<file path="config.mk">
export PLATFORM = sky130hd
export DESIGN_NAME = t4t_ctrl
export DESIGN_NICKNAME = d
export VERILOG_FILES = /design/src/hw/rtl/t4t_pkg.sv /design/src/hw/rtl/t4t_ctrl.sv
export SDC_FILE = /design/constraint.sdc
export NUM_CORES = 1
export LEC_CHECK = 0
export BUFFER_PORTS_ARGS = -buffer_cell sky130_fd_sc_hd__clkbuf_2
export CORE_AREA = 2 2 39 41
export CTS_CLUSTER_DIAMETER = 80
export DETAILED_ROUTE_END_ITERATION = 16
export DIE_AREA = 0 0 41 43
export SLEW_MARGIN = 20
export SYNTH_ARGS = -nofsm -noshare
export SYNTH_HDL_FRONTEND = slang
export SYNTH_SLANG_ARGS = --single-unit
</file>
<file path="constraint.sdc">
create_clock -name clk -period 1.4 [get_ports clk]
set_input_delay 0.28 -clock clk [delete_from_list [all_inputs] [get_ports clk]]
set_output_delay 0.28 -clock clk [all_outputs]
set_load 0.01 [all_outputs]
</file>
<file path="src/hw/rtl/t4t_pkg.sv">
// Shared types, codes and constants of the type 4 tag responder.
package t4t_pkg;

    typedef struct packed {
        logic [1:0]  operation;
        logic [9:0]  load_address;
        logic [7:0]  load_byte;
        logic [7:0]  class_byte;
        logic [7:0]  instruction;
        logic [7:0]  param_one;
        logic [7:0]  param_two;
        logic [7:0]  command_data_length;
        logic [15:0] file_id;
        logic [16:0] expected_length;
    } in_item_t;

    typedef struct packed {
        logic        is_status;
        logic [7:0]  data_byte;
        logic [1:0]  status_code;
        logic        final_piece;
        logic        whole_file_sent;
    } out_item_t;

    localparam logic [1:0] OP_LOAD    = 2'd0;
    localparam logic [1:0] OP_COMMAND = 2'd1;
    localparam logic [1:0] OP_SESSION = 2'd2;

    typedef enum logic [1:0] {
        SEL_NONE = 2'd0,
        SEL_CC   = 2'd1,
        SEL_NDEF = 2'd2
    } sel_t;

    typedef enum logic [1:0] {
        CODE_OK        = 2'd0,
        CODE_NOT_FOUND = 2'd1,
        CODE_FAIL      = 2'd2
    } code_t;

    localparam logic [7:0]  CLASS_ISO       = 8'h00;
    localparam logic [7:0]  INS_SELECT      = 8'hA4;
    localparam logic [7:0]  INS_READ        = 8'hB0;
    localparam logic [7:0]  SELECT_P1       = 8'h00;
    localparam logic [7:0]  SELECT_P2       = 8'h0C;
    localparam logic [7:0]  SELECT_DLEN     = 8'd2;
    localparam logic [15:0] FID_CC          = 16'hE103;
    localparam logic [15:0] FID_NDEF        = 16'hE104;
    localparam logic [7:0]  CC_LEN_HI_MASK  = 8'h7F;

    // File offsets and sizes: the largest file is a 2047-byte message plus its length.
    localparam int          FILE_W          = 12;
    localparam int          MSG_W           = 11;
    localparam logic [11:0] CC_SIZE         = 12'd15;
    localparam logic [11:0] NDEF_HDR_SIZE   = 12'd2;
    localparam logic [11:0] CC_LEN_HI_IDX   = 12'd11;
    localparam logic [11:0] CC_LEN_LO_IDX   = 12'd12;
    localparam logic [11:0] NDEF_LEN_HI_IDX = 12'd0;
    localparam logic [11:0] NDEF_LEN_LO_IDX = 12'd1;
    localparam int          LOAD_SPAN       = 1024;

    function automatic logic [7:0] cc_byte(input logic [3:0] idx);
        logic [7:0] b;
        case (idx)
            4'd0:    b = 8'h00;
            4'd1:    b = 8'h0F;
            4'd2:    b = 8'h20;
            4'd3:    b = 8'hFF;
            4'd4:    b = 8'hFF;
            4'd5:    b = 8'hFF;
            4'd6:    b = 8'hFF;
            4'd7:    b = 8'h04;
            4'd8:    b = 8'h06;
            4'd9:    b = 8'hE1;
            4'd10:   b = 8'h04;
            4'd11:   b = 8'hFF;
            4'd12:   b = 8'hFE;
            4'd13:   b = 8'h00;
            4'd14:   b = 8'hFF;
            default: b = 8'h00;
        endcase
        return b;
    endfunction

    typedef enum logic [2:0] {
        S_IDLE,
        S_EVAL,
        S_CLAMP,
        S_DATA,
        S_STATUS
    } ctl_state_t;

    typedef struct packed {
        logic load;
        logic session_clear;
        logic capture;
        logic eval;
        logic clamp;
        logic emit_data;
        logic emit_status;
    } ctl_cmd_t;

    typedef struct packed {
        logic go_read;
        logic last_byte;
        logic out_free;
    } dp_sts_t;

endpackage

</file>
<file path="src/hw/rtl/t4t_ctrl.sv">
// Controller state machine: load and session strobes, decode, read setup and result emission.
module t4t_ctrl (
    input  logic              clk,
    input  logic              rst_n,
    input  logic              in_valid,
    input  logic [1:0]        in_op,
    output logic              in_ready,
    input  t4t_pkg::dp_sts_t  sts,
    output t4t_pkg::ctl_cmd_t cmd
);

    t4t_pkg::ctl_state_t state_reg;
    t4t_pkg::ctl_state_t state_next;

    always_ff @(posedge clk or negedge rst_n)
    begin
        if (!rst_n)
        begin
            state_reg <= t4t_pkg::S_IDLE;
        end
        else
        begin
            state_reg <= state_next;
        end
    end

    always_comb
    begin
        state_next = state_reg;
        cmd        = '0;
        in_ready   = 1'b0;
        unique case (state_reg)
            t4t_pkg::S_IDLE:
            begin
                in_ready = 1'b1;
                if (in_valid)
                begin
                    unique case (in_op)
                        t4t_pkg::OP_LOAD:    cmd.load = 1'b1;
                        t4t_pkg::OP_SESSION: cmd.session_clear = 1'b1;
                        t4t_pkg::OP_COMMAND:
                        begin
                            cmd.capture = 1'b1;
                            state_next  = t4t_pkg::S_EVAL;
                        end
                        default: ;
                    endcase
                end
            end
            t4t_pkg::S_EVAL:
            begin
                cmd.eval   = 1'b1;
                state_next = sts.go_read ? t4t_pkg::S_CLAMP : t4t_pkg::S_STATUS;
            end
            t4t_pkg::S_CLAMP:
            begin
                cmd.clamp  = 1'b1;
                state_next = t4t_pkg::S_DATA;
            end
            t4t_pkg::S_DATA:
            begin
                if (sts.out_free)
                begin
                    cmd.emit_data = 1'b1;
                    if (sts.last_byte)
                    begin
                        state_next = t4t_pkg::S_STATUS;
                    end
                end
            end
            t4t_pkg::S_STATUS:
            begin
                if (sts.out_free)
                begin
                    cmd.emit_status = 1'b1;
                    state_next      = t4t_pkg::S_IDLE;
                end
            end
            default: state_next = t4t_pkg::S_IDLE;
        endcase
    end

endmodule

</file>
==> results of run 1 <==
report_power, final:
part | switching, mW | internal (mW)
Combinational | 0.200 | 0.271
Sequential | 0.0737 | 0.132
Clock | 0.0435 | 0.107
cells in the final DEF (no fill, tap or decap), drive strengths merged:
master	count
a21oi	1
a2bb2oi	1
a31oi	1
and3	1
and4b	1
and4bb	1
buf	12
clkbuf	13
dfrtp	3
dlygate4sd3	1
nand2	3
nand2b	1
nand3	1
nand3b	2
nor2	5
nor3	1
nor3b	1
nor4	1
o22ai	1
stage by stage:
stage	power (mW)	setup slack, ps	instance area [um2]
after CTS	0.7655	-109.4	389.1
final	0.8269	-87.65	410.4
after floorplan	0.4350	126.9	235.2
after global placement	0.5175	115.2	319.1
after detailed placement	0.5200	76.55	319.1
after global routing	0.9020	-139.1	410.4
cell type report:
cell class                      count  area, um2
Clock buffer                        4      26.28
Fill cell                         159      973.4
Multi-Input combinational cell     22      148.9
Sequential cell                     3      78.83
Tap cell                           16      20.02
Timing Repair Buffer               22      136.4
kinds of logic after synthesis:
group	count (synthesis)	share of synthesized area [%]
simple gates	18	48.94
compound gates	4	11.17
flops	3	31.91
buf+inv	2	7.980
routing by layer:
layer,GRT usage (%),up-vias
li1,-,147
met1,11.04,136
met2,13.13,5
met3,6.283,0
met4,4.000,0
met5,0,-
worst register-to-register path, stage by stage (launching register included):
cell	delay (ps)
dfrtp_2	440
buf_4	150
buf_4	140
nand3b_1	150
a21oi_1	150
how the worst max path moves through the flow:
| stage | slack [ps] | cells past startpoint | startpoint | end |
|---|---|---|---|---|
| 2_1_floorplan | 130 | 2 | state_reg[1]$_DFFE_PN0P_ | cmd[4] |
| 3_3_place_gp | 120 | 3 | state_reg[1]$_DFFE_PN0P_ | cmd[6] |
| 3_5_place_dp | 80 | 3 | state_reg[0]$_DFFE_PN0P_ | cmd[6] |
| 4_1_cts | -110 | 3 | state_reg[1]$_DFFE_PN0P_ | cmd[6] |
| 5_1_grt | -140 | 3 | state_reg[0]$_DFFE_PN0P_ | cmd[6] |
| 6_report | -90 | 3 | state_reg[1]$_DFFE_PN0P_ | cmd[6] |
repair_timing:
item | CTS | global route
hold buffers | 1 | 0
hold endpoints to repair | 3 | 0
endpoints found under the setup margin | 7 | 7
gates resized for setup | 5 | 7
buffers inserted | 3 | 2
==> results.tsv, run 1 <==
metric	value	unit
clockBufferDepth	2	
report.final.slew_viol_count	0	
min_period	1488	ps
core	0.001384	mm2
place_congestion	0.7848	
drt-total-wl	672	um
synthCells	27	
antenna_left	0	
vias_per_cell	4.299	
die_x	41	um
syn2layout_area_growth	74.47	%
synth.largest_area_cell	dfrtp_1	
synth_area	235.2	um2
critPathKind	reg2out	
holdWs	303.4	ps
critPathMaxFanout	5	
crit_path_top_delay_cell	dfrtp_2	
cts_made_buffers	3	
reg2reg_setup_slack	290	ps
grt_max_degree	9	
layout_setup_ws	-87.65	ps
worst_clock_skew	1.289	ps
holdPathEnd	state_reg[2]$_DFFE_PN0P_	
grt_pass1_vias	267	
power.density	2015	mW/mm2
layout.nets	60	
synth_top_area_share	31.91	%
largest_reg_flops	3	
clock.fmax	672.2	MHz
cts_root_buffer	clkbuf_4	
cp_cell_sequence	nor3_4 > and4bb_1 > buf_2	
rows	14	
failed_checks	setup timing	
dr_wl_met2	371	um
syn_nets	35	
r2r_end	state_reg[1]$_DFFE_PN0P_	
status	finished with violations	
clk_latency	230	ps
critical_path.max_stage_delay	440	ps
dp_hpwl	480.8	um
fin_crit_sh	106.3	%
worst-path-buf-inv	1	
synth_warnings	0	
num_antenna_cells	0	
wl_met1	270	um
final.setup.tns	-257.7	ps
wl_met3	30	um
hold_path_depth	2	
setup-violations-final	4	
crit_arrival	1210	ps
netlist_top_cells_area	dfrtp_1, nor2_1, nor3_4, nand3b_1, and4bb_1	
avgSynthCellArea	8.712	um2
drc_errors	0	
synth_cell_type_count	18	
r2r_start	state_reg[1]$_DFFE_PN0P_	
maxCapViolations	0	
first_pass_iters	4	
hold_path_startpoint	sts[0]	
place_inst	57	
antenna_found_initial	0	
start_util	17.00	%
synth_edf_count	0	
maxUsedRoutingLayer	met3	
vdd.ir_drop.worst	0.5731	mV
maxSlewHeadroom	85.19	%
async_flop_share	100.0	%
die_h	43	um
drive_gt1_share	58.82	%
grt_pass1_wl	1.097	mm
utilization	29.66	%
rsz0062_at_grt	true	
ys_seq_area_share	31.91	%
cts_tree	built	
crit_required	1120	ps
dieArea	0.001763	mm2
endpoint_kind	output port	
clkSlewWorstSetupHoldPaths	40	ps
synth_ff_type	dfrtp_1	
min_path_type	in2reg	
max_slew.worst_pin.slew	220.1	ps
power.leakage	0.2125	nW
synth_common_cells	nor2_1, dfrtp_1, nand2_1	
grtUsageTotal	9.466	%
yosysMostFrequentCell	nor2_1	
instances_no_fill	67	
ff2ff_path_depth	4	
grt.overflow.total	0	
drtIter0Drc	5	
ios	16	
critPathTopFamily	flip-flops	
ys_seq_elements	3	
htree_levels	1	
vias	288	
port_buffers	15	
startpoint_type	register	
hold_viol	0	
cts.sinks	3	
wl_per_cell	10.03	um
Power figures use the tool's default switching activity.
==> run 2, diff against run 1 <==
--- a/config.mk
+++ b/config.mk
@@ -5,7 +5,9 @@
 export SDC_FILE = /design/constraint.sdc
 export NUM_CORES = 1
 export LEC_CHECK = 0
+export ABC_AREA = 1
 export BUFFER_PORTS_ARGS = -buffer_cell sky130_fd_sc_hd__clkbuf_2
+export CAP_MARGIN = 20
 export CORE_AREA = 2 2 39 41
 export CTS_CLUSTER_DIAMETER = 80
 export DETAILED_ROUTE_END_ITERATION = 16
==> constraint.sdc (replaced) <==
create_clock -name clk -period 1.85 [get_ports clk]
set_input_delay 0.37 -clock clk [delete_from_list [all_inputs] [get_ports clk]]
set_output_delay 0.37 -clock clk [all_outputs]
set_load 0.01 [all_outputs]
==> run 2 against run 1 <==
  * The flow now finishes without violations
  * Count of clock-buffer cells in the layout unchanged
  * Cell count increased by 9.0%
  * Worst setup slack improved by 300 ps
  * Clock skew decreased by 0.66 ps
  * Combinational power decreased by 45%
  * Critical path depth increased by 1
  * Die area unchanged
  * Flip-flop and latch count unchanged
  * Largest cell class unchanged
==> results.tsv, run 2 <==
metric	value	unit	change
status	finished, final reports clean		was finished with violations
ys_seq_elements	3		unchanged
hold_viol	0		unchanged
grt.overflow.total	0		unchanged
power_frac_comb	50.6	%	was 56.9%
cts_made_buffers	3		unchanged
cts.sinks	3		unchanged
ios	16		unchanged
synthCells	37		was 27
synth_cell_type_count	13		was 18
grtUsageTotal	9.246	%	was 9.466%
async_flop_share	100.0	%	unchanged
startpoint_type	register		unchanged
p_int	0.2751	mW	was 0.5100 mW
layout_common_cells	clkbuf_2, inv_1, nand2_1		was clkbuf_2, buf_4, buf_2
synth_area	227.7	um2	was 235.2 um2
rows	14		unchanged
min_period	1635	ps	
crit_required	1480	ps	was 1120 ps
dpl_cell_area	322.8	um2	was 319.1 um2
clkSlewWorstSetupHoldPaths	40	ps	about the same
first_pass_iters	2		was 4
critPathKind	reg2out		unchanged
fin_crit_sh	88.37	%	
maxCapViolations	0		unchanged
grt_pass1_vias	278		was 267
synth_ff_type	dfrtp_1		unchanged
drive_gt1_share	38.60	%	was 58.82%
hold_buffers	1		unchanged
power.density	1417	mW/mm2	was 2015 mW/mm2
clk_latency	230	ps	about the same
vias	301		was 288
report.final.slew_viol_count	0		unchanged
num_antenna_cells	0		unchanged
synth_warnings	0		unchanged
worst_clock_skew	0.6340	ps	was 1.289 ps
place_congestion	0.7357		was 0.7848
clockBufferDepth	2		unchanged
synth_top_area_share	32.97	%	was 31.91%
maxSlewHeadroom	82.95	%	was 85.19%
drtIter0Drc	3		was 5
netlist_top_cells_area	dfrtp_1, inv_1, nand2_1, nor2_1, nor4_1		was dfrtp_1, nor2_1, nor3_4, nand3b_1, and4bb_1
cts_resized	0		was 5
avgSynthCellArea	6.155	um2	was 8.712 um2
max_slew.worst_pin.slew	253.4	ps	was 220.1 ps
largest_reg_flops	3		unchanged
dp_hpwl	502.6	um	was 480.8 um
drt-total-wl	598	um	was 672 um
antenna_found_initial	0		unchanged
cts_tree	built		unchanged
power.leakage	0.2150	nW	was 0.2125 nW
crit_arrival	1260	ps	was 1210 ps
cts_root_buffer	clkbuf_4		unchanged
mostFrequentLayoutCell	clkbuf_2		unchanged
grt_max_degree	7		was 9
clock.fmax	611.7	MHz	
core	0.001384	mm2	unchanged
p_clk_share	22.8	%	was 18.2%
synth.largest_area_cell	dfrtp_1		unchanged
switchingPower	0.2338	mW	was 0.3169 mW
critPathMaxFanout	5		unchanged
min_path_type	in2reg		unchanged
die_h	43	um	unchanged
fillers	160		was 159
p_total	0.5089	mW	was 0.8269 mW
seqPwrFrac	26.6	%	was 24.9%
grt_pass1_wl	1.048	mm	was 1.097 mm
htree_levels	1		unchanged
layout.nets	66		was 60
rsz0062_at_grt	false		was true
syn2layout_area_growth	57.69	%	was 74.47%
antenna_left	0		unchanged
endpoint_kind	output port		unchanged
start_util	16.46	%	was 17.00%
ys_seq_area_share	32.97	%	was 31.91%
dieArea	0.001763	mm2	unchanged
synth_edf_count	0		unchanged
syn_nets	45		was 35
final.setup.tns	0	ps	was -257.7 ps
drc_errors	0		unchanged
vdd.ir_drop.worst	0.4219	mV	was 0.5731 mV
wl_per_cell	8.192	um	was 10.03 um
final_area	359.1	um2	was 410.4 um2
post_cts_buffers	0		was 3
port_buffers	15		unchanged
die_x	41	um	unchanged
setup-violations-final	0		was 4
swShare	45.94	%	was 38.32%
vias_per_cell	4.123		was 4.299
synth_common_cells	inv_1, nand2_1, nor2_1		was nor2_1, dfrtp_1, nand2_1
## run 2: layout make-up
class | instances | area [um2] | share of cell area (%)
Timing Repair Buffer | 16 | 85.08 | 23.69
Clock buffer | 4 | 26.28 | 7.317
Sequential cell | 3 | 75.07 | 20.91
Multi-Input combinational cell | 26 | 122.6 | 34.15
Inverter | 8 | 30.03 | 8.362
Tap cell | 16 | 20.02 | 5.575
## run 2: kinds of logic after synthesis
| logic type | Yosys count | synth area share [%] |
|---|---|---|
| buffers and inverters | 8 | 13.19 |
| flip-flops | 3 | 32.97 |
| AND/OR/NAND/NOR | 24 | 49.45 |
| AO/OA/AOI/OAI | 2 | 4.391 |
## run 2: critical path, stage by stage (launching register included)
cell and delay, ps:
dfrtp_1 420, nor2_2 180, nand2_2 90, nor4_1 170
clkbuf_2 170
## run 2: per-layer routing
metal	vias to the layer above	track usage (%)	wire length (um)
met5	-	0	0
met3	2	3.141	57
met1	131	10.97	252
li1	158	-	-
met4	0	8.000	8
met2	10	12.50	280
## run 2: worst paths after layout
path                                                from                       end  slack, ps  depth (start not counted)
worst max-delay path            state_reg[0]$_DFFE_PN0P_                    cmd[5]        220                          4
worst min-delay path                              sts[2]  state_reg[1]$_DFFE_PN0P_        370                          3
worst max register to register  state_reg[1]$_DFFE_PN0P_  state_reg[2]$_DFFE_PN0P_        860                          5
worst min register to register  state_reg[2]$_DFFE_PN0P_  state_reg[2]$_DFFE_PN0P_        680                          2
max in group asynchronous                          rst_n  state_reg[1]$_DFFE_PN0P_       1280                          2
min in group asynchronous                          rst_n  state_reg[2]$_DFFE_PN0P_        470                          2
## run 2: power by group through the flow
stage               clock network (mW)  logic (mW)  registers (mW)
floorplan                            0       0.180           0.127
global placement                     0       0.253           0.133
detailed placement                   0       0.259           0.136
CTS                              0.120       0.263           0.136
global route                     0.129       0.303           0.141
finish                           0.116       0.258           0.135
## run 2: through the flow
stage,std cells,worst slack [ps],hold slack (ps),utilization (%)
finish,73,215.1,368.1,25.95
detailed placement,68,459.0,169.5,23.33
global placement,68,479.1,169.1,23.33
CTS,73,196.4,368.2,25.95
global route,73,92.02,396.0,25.95
floorplan,37,490.0,74.41,-
